`config.mk`:
```
export PLATFORM = sky130hd
export DESIGN_NAME = tar_stream_member_walker
export DESIGN_NICKNAME = d
export VERILOG_FILES = /design/src/hw/rtl/tsmw_pkg.sv /design/src/hw/rtl/tsmw_parse.sv /design/src/hw/rtl/tsmw_out_fifo.sv /design/src/hw/rtl/tar_stream_member_walker.sv
export SDC_FILE = /design/constraint.sdc
export NUM_CORES = 1
export LEC_CHECK = 0
export ABC_AREA = 1
export BUFFER_PORTS_ARGS = -buffer_cell sky130_fd_sc_hd__buf_2
export CAP_MARGIN = 20
export CORE_MARGIN = 2
export CORE_UTILIZATION = 55
export CTS_CLUSTER_SIZE = 16
export DETAILED_ROUTE_END_ITERATION = 8
export PLACE_DENSITY = 0.81
export SYNTH_ARGS = -nofsm -noshare
export SYNTH_HDL_FRONTEND = slang
export SYNTH_SLANG_ARGS = --single-unit
```
`constraint.sdc`:
```
create_clock -name clk_i -period 6.55 [get_ports clk_i]
set_input_delay 1.6375 -clock clk_i [delete_from_list [all_inputs] [get_ports clk_i]]
set_output_delay 1.6375 -clock clk_i [all_outputs]
set_load 0.02 [all_outputs]
```
`src/hw/rtl/tsmw_pkg.sv`:
```
// tsmw_pkg: shared constants, result codes and types of the tar stream member walker
// used by tsmw_parse, tsmw_out_fifo and tar_stream_member_walker; depends on nothing
`timescale 1ns / 1ps

package tsmw_pkg;

  // tar block geometry
  localparam int unsigned BLOCK_BYTES = 512;
  localparam int unsigned POS_W       = $clog2(BLOCK_BYTES);
  localparam int unsigned NAME_BYTES  = 100;
  localparam int unsigned NAME_W      = 7;
  localparam int unsigned SIZE_OFFSET = 124;
  localparam int unsigned SIZE_DIGITS = 12;
  localparam int unsigned TYPE_OFFSET = 156;
  localparam int unsigned SIZE_W      = 36;

  // stream length tracking, saturates at two blocks
  localparam int unsigned TWO_BLOCKS  = 2 * BLOCK_BYTES;
  localparam int unsigned TBS_W       = $clog2(TWO_BLOCKS) + 1;

  // ascii characters seen in a header
  localparam logic [7:0] CH_NUL   = 8'h00;
  localparam logic [7:0] CH_SPACE = 8'h20;
  localparam logic [7:0] CH_ZERO  = 8'h30;
  localparam logic [7:0] CH_SEVEN = 8'h37;

  // result queue geometry
  localparam int unsigned FIFO_DEPTH = 4;
  localparam int unsigned FIFO_PTR_W = $clog2(FIFO_DEPTH);
  localparam int unsigned FIFO_CNT_W = $clog2(FIFO_DEPTH) + 1;

  // result kinds
  typedef enum logic [2:0] {
    KIND_NAME    = 3'd0,
    KIND_VERDICT = 3'd1,
    KIND_DATA    = 3'd2,
    KIND_END     = 3'd3,
    KIND_ERROR   = 3'd4
  } kind_e;

  // stream error codes
  localparam logic ERR_OVERRUN = 1'b0;
  localparam logic ERR_SHORT   = 1'b1;

  // one result word
  typedef struct packed {
    kind_e              kind;
    logic [7:0]         byte_value;
    logic               accepted;
    logic [SIZE_W-1:0]  member_size;
    logic [NAME_W-1:0]  name_length;
    logic               last_of_member;
    logic               error_code;
  } result_t;

  // up to two results produced by one input byte
  typedef struct packed {
    logic    a_valid;
    result_t a;
    logic    b_valid;
    result_t b;
  } push_t;

endpackage

```
`src/hw/rtl/tsmw_parse.sv`:
```
// tsmw_parse: header walk state and per-byte result generation
// depends on tsmw_pkg
`timescale 1ns / 1ps

module tsmw_parse (
  input  logic                clk_i,
  input  logic                rst_ni,
  input  logic                in_acc_i,
  input  logic [7:0]          data_byte_i,
  input  logic                last_byte_i,
  output tsmw_pkg::push_t     push_o
);

  // walker phases
  localparam logic [1:0] PH_HEADER = 2'd0;
  localparam logic [1:0] PH_DATA   = 2'd1;
  localparam logic [1:0] PH_PAD    = 2'd2;
  localparam logic [1:0] PH_ENDED  = 2'd3;

  localparam int unsigned POS_W  = tsmw_pkg::POS_W;
  localparam int unsigned SIZE_W = tsmw_pkg::SIZE_W;
  localparam int unsigned NAME_W = tsmw_pkg::NAME_W;
  localparam int unsigned TBS_W  = tsmw_pkg::TBS_W;

  logic [POS_W-1:0]  pos_q, pos_d, pos_inc;
  logic [1:0]        phase_q, phase_d;
  logic [NAME_W-1:0] name_cnt_q, name_cnt_d;
  logic              name_end_q, name_end_d;
  logic [SIZE_W-1:0] size_acc_q, size_acc_d;
  logic              size_stop_q, size_stop_d;
  logic [7:0]        type_q, type_d;
  logic              all_zero_q, all_zero_d, all_zero_nxt;
  logic [SIZE_W-1:0] remain_q, remain_d;
  logic              macc_q, macc_d;
  logic [TBS_W-1:0]  tbs_q, tbs_d;

  logic              short_stream;
  logic              owed;
  logic              in_size_field;
  logic              is_octal;
  logic              type_ok;
  logic              verdict_acc;
  logic              main_v;
  tsmw_pkg::result_t main_r;
  logic              err_v;
  tsmw_pkg::result_t err_r;

  // per-byte next state and results
  always_comb begin
    pos_d       = pos_q;
    phase_d     = phase_q;
    name_cnt_d  = name_cnt_q;
    name_end_d  = name_end_q;
    size_acc_d  = size_acc_q;
    size_stop_d = size_stop_q;
    type_d      = type_q;
    all_zero_d  = all_zero_q;
    remain_d    = remain_q;
    macc_d      = macc_q;
    owed        = 1'b0;
    main_v      = 1'b0;
    main_r      = '0;
    err_v       = 1'b0;
    err_r       = '0;

    pos_inc      = pos_q + 1'b1;
    tbs_d        = (tbs_q < TBS_W'(tsmw_pkg::TWO_BLOCKS)) ? tbs_q + 1'b1 : tbs_q;
    short_stream = tbs_d < TBS_W'(tsmw_pkg::TWO_BLOCKS);

    in_size_field = (pos_q >= POS_W'(tsmw_pkg::SIZE_OFFSET)) &&
                    (pos_q <  POS_W'(tsmw_pkg::SIZE_OFFSET + tsmw_pkg::SIZE_DIGITS));
    is_octal      = (data_byte_i >= tsmw_pkg::CH_ZERO) && (data_byte_i <= tsmw_pkg::CH_SEVEN);
    all_zero_nxt  = all_zero_q && (data_byte_i == tsmw_pkg::CH_NUL);
    type_ok       = (type_q == tsmw_pkg::CH_ZERO) || (type_q == tsmw_pkg::CH_NUL) ||
                    (type_q == tsmw_pkg::CH_SEVEN);
    verdict_acc   = (name_cnt_q != '0) && type_ok && (size_acc_q != '0);

    unique case (phase_q)
      PH_HEADER: begin
        // name bytes up to the first nul
        if ((pos_q < POS_W'(tsmw_pkg::NAME_BYTES)) && !name_end_q) begin
          if (data_byte_i != tsmw_pkg::CH_NUL) begin
            main_v            = 1'b1;
            main_r.kind       = tsmw_pkg::KIND_NAME;
            main_r.byte_value = data_byte_i;
            name_cnt_d        = name_cnt_q + 1'b1;
          end else begin
            name_end_d = 1'b1;
          end
        end
        // octal size digits, nul and space skipped
        if (in_size_field && !size_stop_q && (data_byte_i != tsmw_pkg::CH_NUL) &&
            (data_byte_i != tsmw_pkg::CH_SPACE)) begin
          if (is_octal) begin
            size_acc_d = {size_acc_q[SIZE_W-4:0], data_byte_i[2:0]};
          end else begin
            size_stop_d = 1'b1;
          end
        end
        if (pos_q == POS_W'(tsmw_pkg::TYPE_OFFSET)) begin
          type_d = data_byte_i;
        end
        all_zero_d = all_zero_nxt;
        // end of header block: verdict or end of archive
        if (pos_q == POS_W'(tsmw_pkg::BLOCK_BYTES - 1)) begin
          main_v = 1'b1;
          if (all_zero_nxt) begin
            main_r.kind = tsmw_pkg::KIND_END;
            phase_d     = PH_ENDED;
          end else begin
            main_r.kind        = tsmw_pkg::KIND_VERDICT;
            main_r.accepted    = verdict_acc;
            main_r.member_size = size_acc_q;
            main_r.name_length = name_cnt_q;
            macc_d             = verdict_acc;
            remain_d           = size_acc_q;
            phase_d            = (size_acc_q != '0) ? PH_DATA : PH_HEADER;
            owed               = verdict_acc;
          end
          name_cnt_d  = '0;
          name_end_d  = 1'b0;
          size_acc_d  = '0;
          size_stop_d = 1'b0;
          type_d      = '0;
          all_zero_d  = 1'b1;
        end
        pos_d = pos_inc;
      end
      PH_DATA: begin
        // member data, forwarded only when kept
        if (macc_q) begin
          main_v                = 1'b1;
          main_r.kind           = tsmw_pkg::KIND_DATA;
          main_r.byte_value     = data_byte_i;
          main_r.last_of_member = (remain_q == SIZE_W'(1));
        end
        remain_d = remain_q - 1'b1;
        pos_d    = pos_inc;
        if (remain_d == '0) begin
          phase_d = (pos_inc == '0) ? PH_HEADER : PH_PAD;
        end else begin
          owed = macc_q;
        end
      end
      PH_PAD: begin
        pos_d = pos_inc;
        if (pos_inc == '0) begin
          phase_d = PH_HEADER;
        end
      end
      PH_ENDED: begin
        // everything ignored until the stream closes
      end
      default: begin
        phase_d = PH_HEADER;
      end
    endcase

    // stream close: error report and return to reset state
    if (last_byte_i) begin
      if (short_stream || owed) begin
        err_v            = 1'b1;
        err_r.kind       = tsmw_pkg::KIND_ERROR;
        err_r.error_code = short_stream ? tsmw_pkg::ERR_SHORT : tsmw_pkg::ERR_OVERRUN;
      end
      pos_d       = '0;
      phase_d     = PH_HEADER;
      name_cnt_d  = '0;
      name_end_d  = 1'b0;
      size_acc_d  = '0;
      size_stop_d = 1'b0;
      type_d      = '0;
      all_zero_d  = 1'b1;
      remain_d    = '0;
      macc_d      = 1'b0;
      tbs_d       = '0;
    end
  end

  // pack results so that the first valid one sits in slot a
  always_comb begin
    push_o = '0;
    if (in_acc_i) begin
      if (main_v) begin
        push_o.a_valid = 1'b1;
        push_o.a       = main_r;
        push_o.b_valid = err_v;
        push_o.b       = err_r;
      end else begin
        push_o.a_valid = err_v;
        push_o.a       = err_r;
      end
    end
  end

  // walker state registers
  always_ff @(posedge clk_i or negedge rst_ni) begin
    if (!rst_ni) begin
      pos_q       <= '0;
      phase_q     <= PH_HEADER;
      name_cnt_q  <= '0;
      name_end_q  <= 1'b0;
      size_acc_q  <= '0;
      size_stop_q <= 1'b0;
      type_q      <= '0;
      all_zero_q  <= 1'b1;
      remain_q    <= '0;
      macc_q      <= 1'b0;
      tbs_q       <= '0;
    end else if (in_acc_i) begin
      pos_q       <= pos_d;
      phase_q     <= phase_d;
      name_cnt_q  <= name_cnt_d;
      name_end_q  <= name_end_d;
      size_acc_q  <= size_acc_d;
      size_stop_q <= size_stop_d;
      type_q      <= type_d;
      all_zero_q  <= all_zero_d;
      remain_q    <= remain_d;
      macc_q      <= macc_d;
      tbs_q       <= tbs_d;
    end
  end

`ifndef SYNTHESIS
  // a data phase always has bytes left to walk
  a_data_remain: assert property (@(posedge clk_i) disable iff (!rst_ni)
    (phase_q == PH_DATA) |-> (remain_q != '0))
    else $error("data phase with no bytes remaining");

  // the name count never passes the name field
  a_name_bound: assert property (@(posedge clk_i) disable iff (!rst_ni)
    name_cnt_q <= NAME_W'(tsmw_pkg::NAME_BYTES))
    else $error("name count beyond name field");

  // closing byte returns the walker to its start
  a_close_reset: assert property (@(posedge clk_i) disable iff (!rst_ni)
    (in_acc_i && last_byte_i) |=> (pos_q == '0 && phase_q == PH_HEADER && tbs_q == '0))
    else $error("walker not back at start after final byte");

  // an error result only comes with the closing byte
  a_err_last: assert property (@(posedge clk_i) disable iff (!rst_ni)
    (push_o.b_valid || (push_o.a_valid && push_o.a.kind == tsmw_pkg::KIND_ERROR))
      |-> (in_acc_i && last_byte_i))
    else $error("stream error without final byte");
`endif

endmodule

```
`src/hw/rtl/tsmw_out_fifo.sv`:
```
// tsmw_out_fifo: four-entry result queue, two writes and one read per cycle unless the reader stalls
// depends on tsmw_pkg
`timescale 1ns / 1ps

module tsmw_out_fifo (
  input  logic              clk_i,
  input  logic              rst_ni,
  input  tsmw_pkg::push_t   push_i,
  output logic              full_o,
  output logic              valid_o,
  input  logic              stall_i,
  output tsmw_pkg::result_t word_o
);

  localparam int unsigned PTR_W = tsmw_pkg::FIFO_PTR_W;
  localparam int unsigned CNT_W = tsmw_pkg::FIFO_CNT_W;

  tsmw_pkg::result_t mem_q [tsmw_pkg::FIFO_DEPTH];
  logic [PTR_W-1:0]  wr_ptr_q, rd_ptr_q;
  logic [PTR_W-1:0]  wr_ptr_b;
  logic [CNT_W-1:0]  count_q;
  logic [CNT_W-1:0]  push_n;
  logic              pop;

  assign push_n   = CNT_W'(push_i.a_valid) + CNT_W'(push_i.b_valid);
  assign wr_ptr_b = wr_ptr_q + PTR_W'(push_i.a_valid);
  assign pop      = valid_o && !stall_i;
  assign valid_o  = (count_q != '0);
  assign word_o   = mem_q[rd_ptr_q];
  // room is needed for the two results one byte can cause
  assign full_o   = count_q > CNT_W'(tsmw_pkg::FIFO_DEPTH - 2);

  // storage writes
  always_ff @(posedge clk_i) begin
    if (push_i.a_valid) begin
      mem_q[wr_ptr_q] <= push_i.a;
    end
    if (push_i.b_valid) begin
      mem_q[wr_ptr_b] <= push_i.b;
    end
  end

  // pointers and fill count
  always_ff @(posedge clk_i or negedge rst_ni) begin
    if (!rst_ni) begin
      wr_ptr_q <= '0;
      rd_ptr_q <= '0;
      count_q  <= '0;
    end else begin
      wr_ptr_q <= wr_ptr_q + PTR_W'(push_n);
      rd_ptr_q <= rd_ptr_q + PTR_W'(pop);
      count_q  <= count_q + push_n - CNT_W'(pop);
    end
  end

`ifndef SYNTHESIS
  // fill count stays within the queue
  a_count_bound: assert property (@(posedge clk_i) disable iff (!rst_ni)
    count_q <= CNT_W'(tsmw_pkg::FIFO_DEPTH))
    else $error("result queue overflow");

  // a second slot is only filled together with the first
  a_push_order: assert property (@(posedge clk_i) disable iff (!rst_ni)
    push_i.b_valid |-> push_i.a_valid)
    else $error("second result pushed without first");

  // nothing is pushed while the queue reports full
  a_no_push_full: assert property (@(posedge clk_i) disable iff (!rst_ni)
    full_o |-> (push_n == '0))
    else $error("result pushed into full queue");
`endif

endmodule

```
`src/hw/rtl/tar_stream_member_walker.sv`:
```
// tar_stream_member_walker: top level of the tar header walker
// depends on tsmw_pkg, tsmw_parse and tsmw_out_fifo
`timescale 1ns / 1ps

// Takes an uncompressed tar stream one byte per word and walks its 512-byte
// header blocks: name bytes, header verdicts, data bytes of kept members, an
// end-of-archive mark and stream errors come out as result words, one per
// word on the output. A byte is decoded against the walker state in the cycle
// it is accepted, and its results are registered in the result queue. A byte
// can cause up to two results; they go into a four-entry result queue, and the
// input stalls while fewer than two entries are free, so the input runs at one
// byte per cycle as long as each byte yields at most one result and the output
// is drained. No clearing pass is needed after reset.
module tar_stream_member_walker (
  input  logic                          clk_i,
  input  logic                          rst_ni,
  input  logic                          in_valid_i,
  output logic                          in_stall_o,
  input  logic [7:0]                    data_byte_i,
  input  logic                          last_byte_i,
  output logic                          out_valid_o,
  input  logic                          out_stall_i,
  output logic [2:0]                    kind_o,
  output logic [7:0]                    byte_value_o,
  output logic                          accepted_o,
  output logic [tsmw_pkg::SIZE_W-1:0]   member_size_o,
  output logic [tsmw_pkg::NAME_W-1:0]   name_length_o,
  output logic                          last_of_member_o,
  output logic                          error_code_o
);

  logic              in_acc;
  logic              full;
  tsmw_pkg::push_t   push;
  tsmw_pkg::result_t word;

  // input handshake
  assign in_stall_o = full;
  assign in_acc     = in_valid_i && !full;

  // header walk
  tsmw_parse u_parse (
    .clk_i       (clk_i),
    .rst_ni      (rst_ni),
    .in_acc_i    (in_acc),
    .data_byte_i (data_byte_i),
    .last_byte_i (last_byte_i),
    .push_o      (push)
  );

  // result queue
  tsmw_out_fifo u_out_fifo (
    .clk_i   (clk_i),
    .rst_ni  (rst_ni),
    .push_i  (push),
    .full_o  (full),
    .valid_o (out_valid_o),
    .stall_i (out_stall_i),
    .word_o  (word)
  );

  // result fields
  assign kind_o           = word.kind;
  assign byte_value_o     = word.byte_value;
  assign accepted_o       = word.accepted;
  assign member_size_o    = word.member_size;
  assign name_length_o    = word.name_length;
  assign last_of_member_o = word.last_of_member;
  assign error_code_o     = word.error_code;

endmodule

```
After elaboration in Yosys (flattened, before gate mapping). Memories as Yosys holds them, arrays and structs flattened. Cells that the tools add are included.

Add/subtract/negate cells: 10. Multiplexer cells: 81. Equal/unequal tests: 15. Reduce and logical (&&, ||, !) cells: 48. Magnitude comparators: 8.

Operators by type and width (number): 2-to-1 mux 36 bit (8); 2-to-1 mux 44 bit (3); 2-to-1 mux 116 bit (1); 2-to-1 mux 58 bit (2); case mux 36 bit (2 select lines) (1); 2-to-1 mux 8 bit (5); equality test 36 x 1 -> 1 bit, second input constant (1); zero test 36 bit (1); 2-to-1 mux 1 bit (36); nonzero test 36 bit (1); subtractor 36 x 1 -> 36 bit, second input constant (1); 2-to-1 mux 7 bit (5); 2-to-1 mux 11 bit (3); AND reduction 4 bit (6); < comparator 11 bit, second input constant (2); case mux 11 bit (2 select lines) (1); nonzero test 3 bit (7); 2-to-1 mux 9 bit (2); equality test 8 x 6 -> 1 bit, second input constant (2); zero test 8 bit (2); 2-to-1 mux 2 bit (7); adder 11 x 1 -> 11 bit, second input constant (1); logical AND 1 bit (11); 2-to-1 mux 10 bit (1); other kinds (36) (52).

Memory bits (writable): 228. Memories: 1. Logic and storage cells: 177. Output and inout bits: 59. Register bits after elaboration: 120.

Memories: u_out_fifo.mem_q (depth 4, width 57, rd ports 1, clocked after Yosys merged registers in 0, write ports 2, RTL line tsmw_out_fifo.sv:18) `tsmw_pkg::result_t mem_q [tsmw_pkg::FIFO_DEPTH];`.

Logic depth before layout (Yosys ltp). Gate-level depths: netlist (run 1).

Depth after elaboration: 16. Mapped depth: 27. Gate-level depth less buffers: 23.

Modules after synthesis. From an unflattened synthesis (run 1), not the netlist that was laid out.

Cells, all modules: 2540. Area, all modules: 20073.0 µm².

By module, submodules not included: tsmw_out_fifo (times used 1, cells each 1485, area an instance 12628.4 µm²); tsmw_parse (times used 1, cells each 1053, area an instance 7434.6 µm²); tar_stream_member_walker (times used 1, cells each 2, area an instance 10.0 µm²).

Worst setup path before layout (run 1). OpenSTA, ideal clock, no wires.

Path type: input to register. Start: input port data_byte_i[2]. End: memory u_out_fifo.mem_q[2][0] (netlist name) (enable). Path buffers: 4. Path slack: 2230 ps. Required time: 6300 ps. Arrival time: 4070 ps. Library setup time: 250 ps. Cell stages on the path: 19. Cells stage by stage: inv_1 nand3_1 nor3_1 nand3_1 nand2_1 inv_1 a21oi_1 nor2_1 inv_1 nand2_2 buf_4 buf_2 ha_1 xnor2_1 inv_1 nand3_2 buf_4 buf_4 nand2_1.

RTL lines: start, declared (RTL line tar_stream_member_walker.sv:19) `input logic [7:0] data_byte_i,`; end, declared (RTL line tsmw_out_fifo.sv:18).

==> summary.txt, run 1 <==
sequential power share: 31.1%
CP cell instances: buf_2 -> inv_1 -> nand3_1 -> nor3_1 -> nand3_1 -> inv_1 -> nand2_1 -> buf_4 -> nand3_1 -> nand3_2 -> nand3_2 -> nand2_8 -> ha_1 -> xnor2_1 -> nand3_2 -> buf_4 -> nand2_1 -> nor2_1
Initial Util: 55.7%
post-synthesis instance total: 2645
share of layout cells above drive strength 1: 7.36%
Critical Path RT: 6.97 ns
Reg2Reg Depth: 21
synthesis-stage register bit count: 348
Int Pwr: 6400 uW
DRT Wirelength: 51600 um
final setup TNS: 0 ns
Setup Buffers After CTS: 0
CTS Buf Count: 39
Worst-path clk slew: 0.06 ns
Yosys cell types: 42
met2 GRT Util: 47.9%
ranking of synthesized cells by area: dfxtp_1 24%, dfrtp_1 16%, nand2_1 10%, nor2_1 9.3%, a21oi_1 7.1%
worst reg2reg startpoint: u_parse.remain_q[0]
most frequent cell after synthesis: nand2_1
Worst slew margin: 5.57%
# DRC: 0
core area: 32500 um2
cts hold-fix bufs: 0
Sw Share: 46.2%
Antenna diodes: 0
Post-synth top flop: dfxtp_1
Top Ports: 72
total grt overflow: 0
post-synthesis mux area share: 0%
Vias: 18100
Synth Area in XOR/XNOR: 0.821%
FFs w/ async S/R, synth: 34.5%
register area share after synthesis: 42.2%
Synth area leader: dfxtp_1
cell row count: 66
Final Cycle Share: 76.1%
mapped cell area: 18100 um2
PortBufs: 71
fraction of the mapped netlist area in adder cells: 1.49%
syn_nets: 2679
final hold vios: 0
peak supply drop: 0.340 mV
DRT iter0 DRCs: 2092
Die Footprint: 34400 um2
critical path's slowest cell: nand3_2
CP max stage delay: 0.63 ns
Crit Path Category: in -> reg
post-synthesis compound-gate area fraction: 16.8%
DRT antenna net count: 0
final setup violating endpoints: 0
Syn Area/Cell: 6.85 um2
DR WL/cell: 16.8 um
CP Launch Type: input pin
met3 Track Usage GR: 4.70%
Resize count post-CTS: 0
Slew Viols, Final: 0
Post-synth top cells: 481 x nand2_1, 448 x nor2_1, 257 x a21oi_1, 257 x nand3_1, 237 x inv_1
initial antenna violation count: 0
TritonCTS clock tree: built
net switching power: 5490 uW
Max Clk Rate: 201 MHz
largest family of logic cells by synthesized area: simple AND/OR/NAND/NOR gates
fin crit period: 4.99 ns
RePlAce Congestion: 0.912
pwr/cell area: 597 nW/um2
CTS Sinks: 348
global-route wire length before repair: 84100 um
Post-synth EDFFs: 8
width of the die: 186 um
RSZ-0062 raised after global routing: false
worst min-delay path class: reg -> reg
CTS root buf: clkbuf_16
worst endpoint data arrival time: 5.40 ns
post-synthesis simple-gate area fraction: 29.3%
Combinational Power Share: 48.9%
clk_skew: 0.0155 ns
Worst Tran Pin Value: 1.42 ns
Pwr Total: 11900 uW
hold path startpoint: u_parse.name_cnt_q[4]
Min-Delay Endpoint: u_parse.name_cnt_q[5]
Layout Area Growth over Synthesis: 9.97%
CP Max Fanout: 65
chip height: 186 um
vias in the first global route: 16800
largest net degree at the start of global routing: 307
# H-tree levels: 2
P_leak: 0.00989 uW
nets: 2641
status: finished clean
r2r setup slk: 1.75 ns
crit path capture type: flop
Syn. warnings: 0
M1 GR Usage: 41.1%
clock share of power: 20.1%
Detailed Place HPWL: 32600 um
max cap viols: 0
DR pass1 iterations: 6
post-synth top area share: 24.3%
reg-to-reg critical path endpoint: u_out_fifo.mem_q[1][21]
via/cell ratio: 5.87
WHS Path Cells: 1
Clock Tree Buf Depth: 3
GR peak layer: met2
total global-route track usage: 29.9%
Worst-Skew Late Latency: 0.54 ns
## power groups by stage
stage	clock (uW)	sequential [uW]	combinational, uW
final	2390	3700	5810
after floorplan	0	3530	4350
after CTS	2400	3670	5750
after global routing	2500	3790	6500
after detailed placement	0	3690	5700
after global placement	0	3650	5550
## per-layer routing
metal | wire length [um] | up-vias
li1 | - | 8618
met4 | 1660 | 0
met3 | 4780 | 130
met2 | 23500 | 856
met5 | 0 | -
met1 | 21700 | 8461
## critical path, delay by kind of cell
kind                     cells  cell delay [ns]
buffers and inverters        5             1.13
XOR/XNOR                     1             0.33
AND/OR/NAND/NOR             11             1.96
adder cells (fa/ha/maj)      1             0.31
## placed cells by master, fill, tap and decap left out, types with 8 or more instances in the layout
cell	netlist	layout
a21oi_1	257	257
buf_2	38	70
buf_4	24	27
clkbuf_16	0	41
clkbuf_8	0	9
dfrtp_1	119	118
dfxtp_1	220	220
edfxtp_1	8	8
ha_1	20	20
inv_1	237	235
nand2_1	481	481
nand3_1	257	257
nand4_1	16	16
nor2_1	448	444
nor2_2	7	8
nor3_1	33	33
nor4_1	11	11
o21ai_0	171	171
o22ai_1	119	119
xor2_1	12	12
## flip-flops by register name (all words and copies together) (netlist names), 2 cells and up
name	cells
u_out_fifo.count_q	3
u_out_fifo.mem_q	228
u_out_fifo.rd_ptr_q	2
u_out_fifo.wr_ptr_q	2
u_parse.name_cnt_q	7
u_parse.phase_q	2
u_parse.pos_q	9
u_parse.remain_q	36
u_parse.size_acc_q	36
u_parse.tbs_q	11
u_parse.type_q	8
## layout make-up
type	count	area, um2
fillers	2937	12600
well taps	442	553
flip-flops and latches	348	7650
clock buffers	57	1180
inverters	240	903
clock inverters	12	229
multi-input cells	1879	8830
repair buffers	99	601
## worst max-delay path by stage
stage	from	to	slack [ns]	depth (start not counted)
6_report	data_byte_i[2]	u_out_fifo.mem_q[1][21]	1.56	18
5_1_grt	data_byte_i[2]	u_out_fifo.mem_q[1][11]	1.25	18
4_1_cts	data_byte_i[2]	u_out_fifo.mem_q[1][6]	1.61	18
3_5_place_dp	data_byte_i[2]	u_out_fifo.mem_q[1][18]	1.10	18
3_3_place_gp	data_byte_i[2]	u_out_fifo.mem_q[1][16]	1.23	18
2_1_floorplan	data_byte_i[2]	u_out_fifo.mem_q[2][0]	2.23	19
## kinds of logic (layout without fill, tap and decap cells)
| kind of cell | Yosys count | count (layout) |
|---|---|---|
| adders and majority gates | 21 | 21 |
| and+or+nand+nor | 1273 | 1273 |
| buffers and inverters | 418 | 408 |
| DFF | 348 | 348 |
| xor gates and xnor gates | 17 | 17 |
| AOI/OAI and AO/OA | 568 | 568 |
## through the flow
stage          cell area [um2]  cells  setup slack (ns)  hold WS, ns  util, %
2_1_floorplan            18100   2645              2.23        0.432        -
3_5_place_dp             18500   3008              1.10        0.448     57.0
5_1_grt                  19900   3077              1.25        0.496     61.3
4_1_cts                  19900   3077              1.61        0.474     61.3
3_3_place_gp             18500   3007              1.23        0.438     56.9
6_report                 19900   3077              1.56        0.474     61.3
Note: power is estimated with default switching activity, not from simulation.
==> inputs of run 2 (changes only) <==
--- a/config.mk
+++ b/config.mk
@@ -12,7 +12,7 @@
 export CORE_UTILIZATION = 55
 export CTS_CLUSTER_SIZE = 16
 export DETAILED_ROUTE_END_ITERATION = 8
-export PLACE_DENSITY = 0.81
+export PLACE_DENSITY = 0.84
 export SYNTH_ARGS = -nofsm -noshare
 export SYNTH_HDL_FRONTEND = slang
 export SYNTH_SLANG_ARGS = --single-unit
==> constraint.sdc (replaced) <==
create_clock -name clk_i -period 4.4 [get_ports clk_i]
set_input_delay 1.1 -clock clk_i [delete_from_list [all_inputs] [get_ports clk_i]]
set_output_delay 1.1 -clock clk_i [all_outputs]
set_load 0.02 [all_outputs]
==> summary.txt, run 2 (same netlist as run 1, synthesis figures left out) <==
critical path's slowest cell: nand3_2 (unchanged)
clk_skew: 0.0136 ns (was 0.0155 ns)
most common cell after layout, fill and taps aside: nand2_1 (unchanged)
Max Clk Rate: 249 MHz
pwr/cell area: 880 nW/um2 (was 597 nW/um2)
initial antenna violation count: 0 (unchanged)
global-route wire length before repair: 85300 um (was 84100 um)
vias in the first global route: 16800 (unchanged)
Layout Area Growth over Synthesis: 10.3% (was 9.97%)
reg-to-reg critical path endpoint: u_out_fifo.mem_q[3][45] (was u_out_fifo.mem_q[1][21])
crit-path leading delay family: simple AND/OR/NAND/NOR gates (unchanged)
RePlAce Congestion: 1.01 (was 0.912)
biggest regs: u_out_fifo.mem_q: 228 flops, u_parse.remain_q: 36 flops, u_parse.size_acc_q: 36 flops (unchanged)
final hold vios: 0 (unchanged)
worst endpoint data arrival time: 4.43 ns (was 5.40 ns)
commonest non-fill, non-tap cells in the layout: 481 x nand2_1, 444 x nor2_1, 257 x nand3_1, 257 x a21oi_1, 235 x inv_1 (unchanged)
Crit Path Category: reg -> reg (was in -> reg)
WHS Path Cells: 2 (was 1)
# DRC: 0 (unchanged)
number of fill cells: 2923 (was 2937)
Worst-Skew Late Latency: 0.54 ns (about the same)
sequential cell area: 7650 um2 (unchanged)
crit path capture type: flop (unchanged)
hold path startpoint: u_out_fifo.mem_q[1][55] (was u_parse.name_cnt_q[4])
Antenna diodes: 0 (unchanged)
Worst slew margin: 24.8% (was 5.57%)
Min-Delay Endpoint: u_out_fifo.mem_q[1][55] (was u_parse.name_cnt_q[5])
max cap viols: 0 (unchanged)
DR WL/cell: 17.2 um (was 16.8 um)
Largest register FFs: 228 (unchanged)
nets: 2652 (was 2641)
Slew Viols, Final: 0 (unchanged)
CP max stage delay: 0.48 ns (was 0.63 ns)
CTS root buf: clkbuf_16 (unchanged)
CP cell instances: nor2_1 -> nand2_2 -> nor2_4 -> nand2_2 -> nor2_1 -> nand2_1 -> nand2_1 -> nand2_1 -> nor2_1 -> nand3_1 -> nor2_1 -> nand2_1 -> nand2_1 -> nand3_2 -> nand3_2 -> nand2_8 -> ha_1 -> xnor2_1 -> inv_1 -> nand3_2 -> buf_12 -> nand2_1 -> nor2_1 (was buf_2 -> inv_1 -> nand3_1 -> nor3_1 -> nand3_1 -> inv_1 -> nand2_1 -> buf_4 -> nand3_1 -> nand3_2 -> nand3_2 -> nand2_8 -> ha_1 -> xnor2_1 -> nand3_2 -> buf_4 -> nand2_1 -> nor2_1)
CP Max Fanout: 17 (was 65)
via/cell ratio: 5.87 (about the same)
RSZ-0062 raised after global routing: false (unchanged)
peak supply drop: 0.506 mV (was 0.340 mV)
TritonCTS clock tree: built (unchanged)
Die Footprint: 34400 um2 (unchanged)
Detailed Place HPWL: 34300 um (was 32600 um)
CTS Sinks: 348 (unchanged)
chip height: 186 um (unchanged)
cell row count: 66 (unchanged)
P_leak: 0.00994 uW (was 0.00989 uW)
status: finished clean (unchanged)
Clock Tree Buf Depth: 3 (unchanged)
DRT antenna net count: 0 (unchanged)
Final Cycle Share: 91.3%
Reg2Reg Depth: 23 (was 21)
DRT Wirelength: 53100 um (was 51600 um)
fin crit period: 4.02 ns
# H-tree levels: 2 (unchanged)
DR pass1 iterations: 8 (was 6)
worst min-delay path class: reg -> reg (unchanged)
total grt overflow: 0 (unchanged)
Initial Util: 55.7% (unchanged)
Bufs and invs on worst path: 2 (was 5)
total global-route track usage: 30.5% (was 29.9%)
Worst-path clk slew: 0.06 ns (about the same)
Critical Path RT: 4.82 ns (was 6.97 ns)
PortBufs: 71 (unchanged)
worst reg2reg startpoint: u_parse.remain_q[2] (was u_parse.remain_q[0])
final setup violating endpoints: 0 (unchanged)
CP Launch Type: flop (was input pin)
r2r setup slk: 0.38 ns (was 1.75 ns)
final setup TNS: 0 ns (unchanged)
largest net degree at the start of global routing: 187 (was 307)
Pwr Total: 17600 uW (was 11900 uW)
share of layout cells above drive strength 1: 7.59% (was 7.36%)
Worst Tran Pin Value: 1.13 ns (was 1.42 ns)
Vias: 18100 (about the same)
crit-path most repeated cell: nand2_1
Largest Register: u_out_fifo.mem_q (unchanged)
CTS Buf Count: 38 (was 39)
DRT iter0 DRCs: 2040 (was 2092)
Setup Buffers After CTS: 0 (unchanged)
area occupied by multi-input gates: 8830 um2 (unchanged)
core area: 32500 um2 (unchanged)
Top Ports: 72 (unchanged)
width of the die: 186 um (unchanged)
[run 2: power breakdown]
group | leakage [uW] | internal [uW] | total [uW] | switching (uW)
Sequential | 0.00354 | 4630 | 5520 | 891
Clock | 0.000623 | 1930 | 3250 | 1310
Combinational | 0.00578 | 2770 | 8820 | 6050
Total | 0.00994 | 9330 | 17600 | 8250
[run 2: timing repair]
item / in CTS / in global routing
resized for setup: 0 / 1
setup endpoints to repair: 0 / 11
hold endpoints to repair: 0 / 0
hold buffers: 0 / 0
[run 2: layout make-up]
type                    count  share of cell area [%]
clock buffers              63                    5.83
multi-input cells        1879                    44.2
clock inverters             7                   0.519
well taps                 442                    2.77
inverters                 240                    4.52
flip-flops and latches    348                    38.3
repair buffers            111                    3.94
[run 2: worst min-delay path, stage by stage (launching register included)]
cell and delay (ns):
dfxtp_1 0.32, a21oi_1 0.04, nor2_1 0.08
[run 2: worst max-delay path by stage]
stage	slack, ns	cells past startpoint	to	from
2_1_floorplan	0.62	19	u_out_fifo.mem_q[2][0]	data_byte_i[2]
3_5_place_dp	0.25	16	u_out_fifo.mem_q[3][56]	data_byte_i[2]
3_3_place_gp	0.39	18	u_out_fifo.mem_q[3][47]	data_byte_i[2]
5_1_grt	0.05	22	u_out_fifo.mem_q[3][36]	u_parse.remain_q[0]
6_report	0.38	23	u_out_fifo.mem_q[3][45]	u_parse.remain_q[2]
4_1_cts	0.39	23	u_out_fifo.mem_q[3][45]	u_parse.remain_q[2]
[run 2: metrics by stage]
stage          std cells  worst slack, ns  area (um2)  hold WS (ns)  util (%)
3_5_place_dp        3020            0.248       18700         0.462      57.5
4_1_cts             3090            0.386       20000         0.465      61.4
3_3_place_gp        3020            0.392       18700         0.446      57.5
2_1_floorplan       2645            0.618       18100         0.432         -
5_1_grt             3090           0.0511       20000         0.482      61.4
6_report            3090            0.384       20000         0.475      61.4
[run 2: metal layers]
metal / vias to the layer above / global-route usage, % / share of wire, %
met5: - / 0 / 0
met3: 136 / 4.79 / 8.8
met2: 882 / 50.0 / 46
li1: 8663 / - / -
met1: 8444 / 40.4 / 42
met4: 0 / 12.4 / 3.4
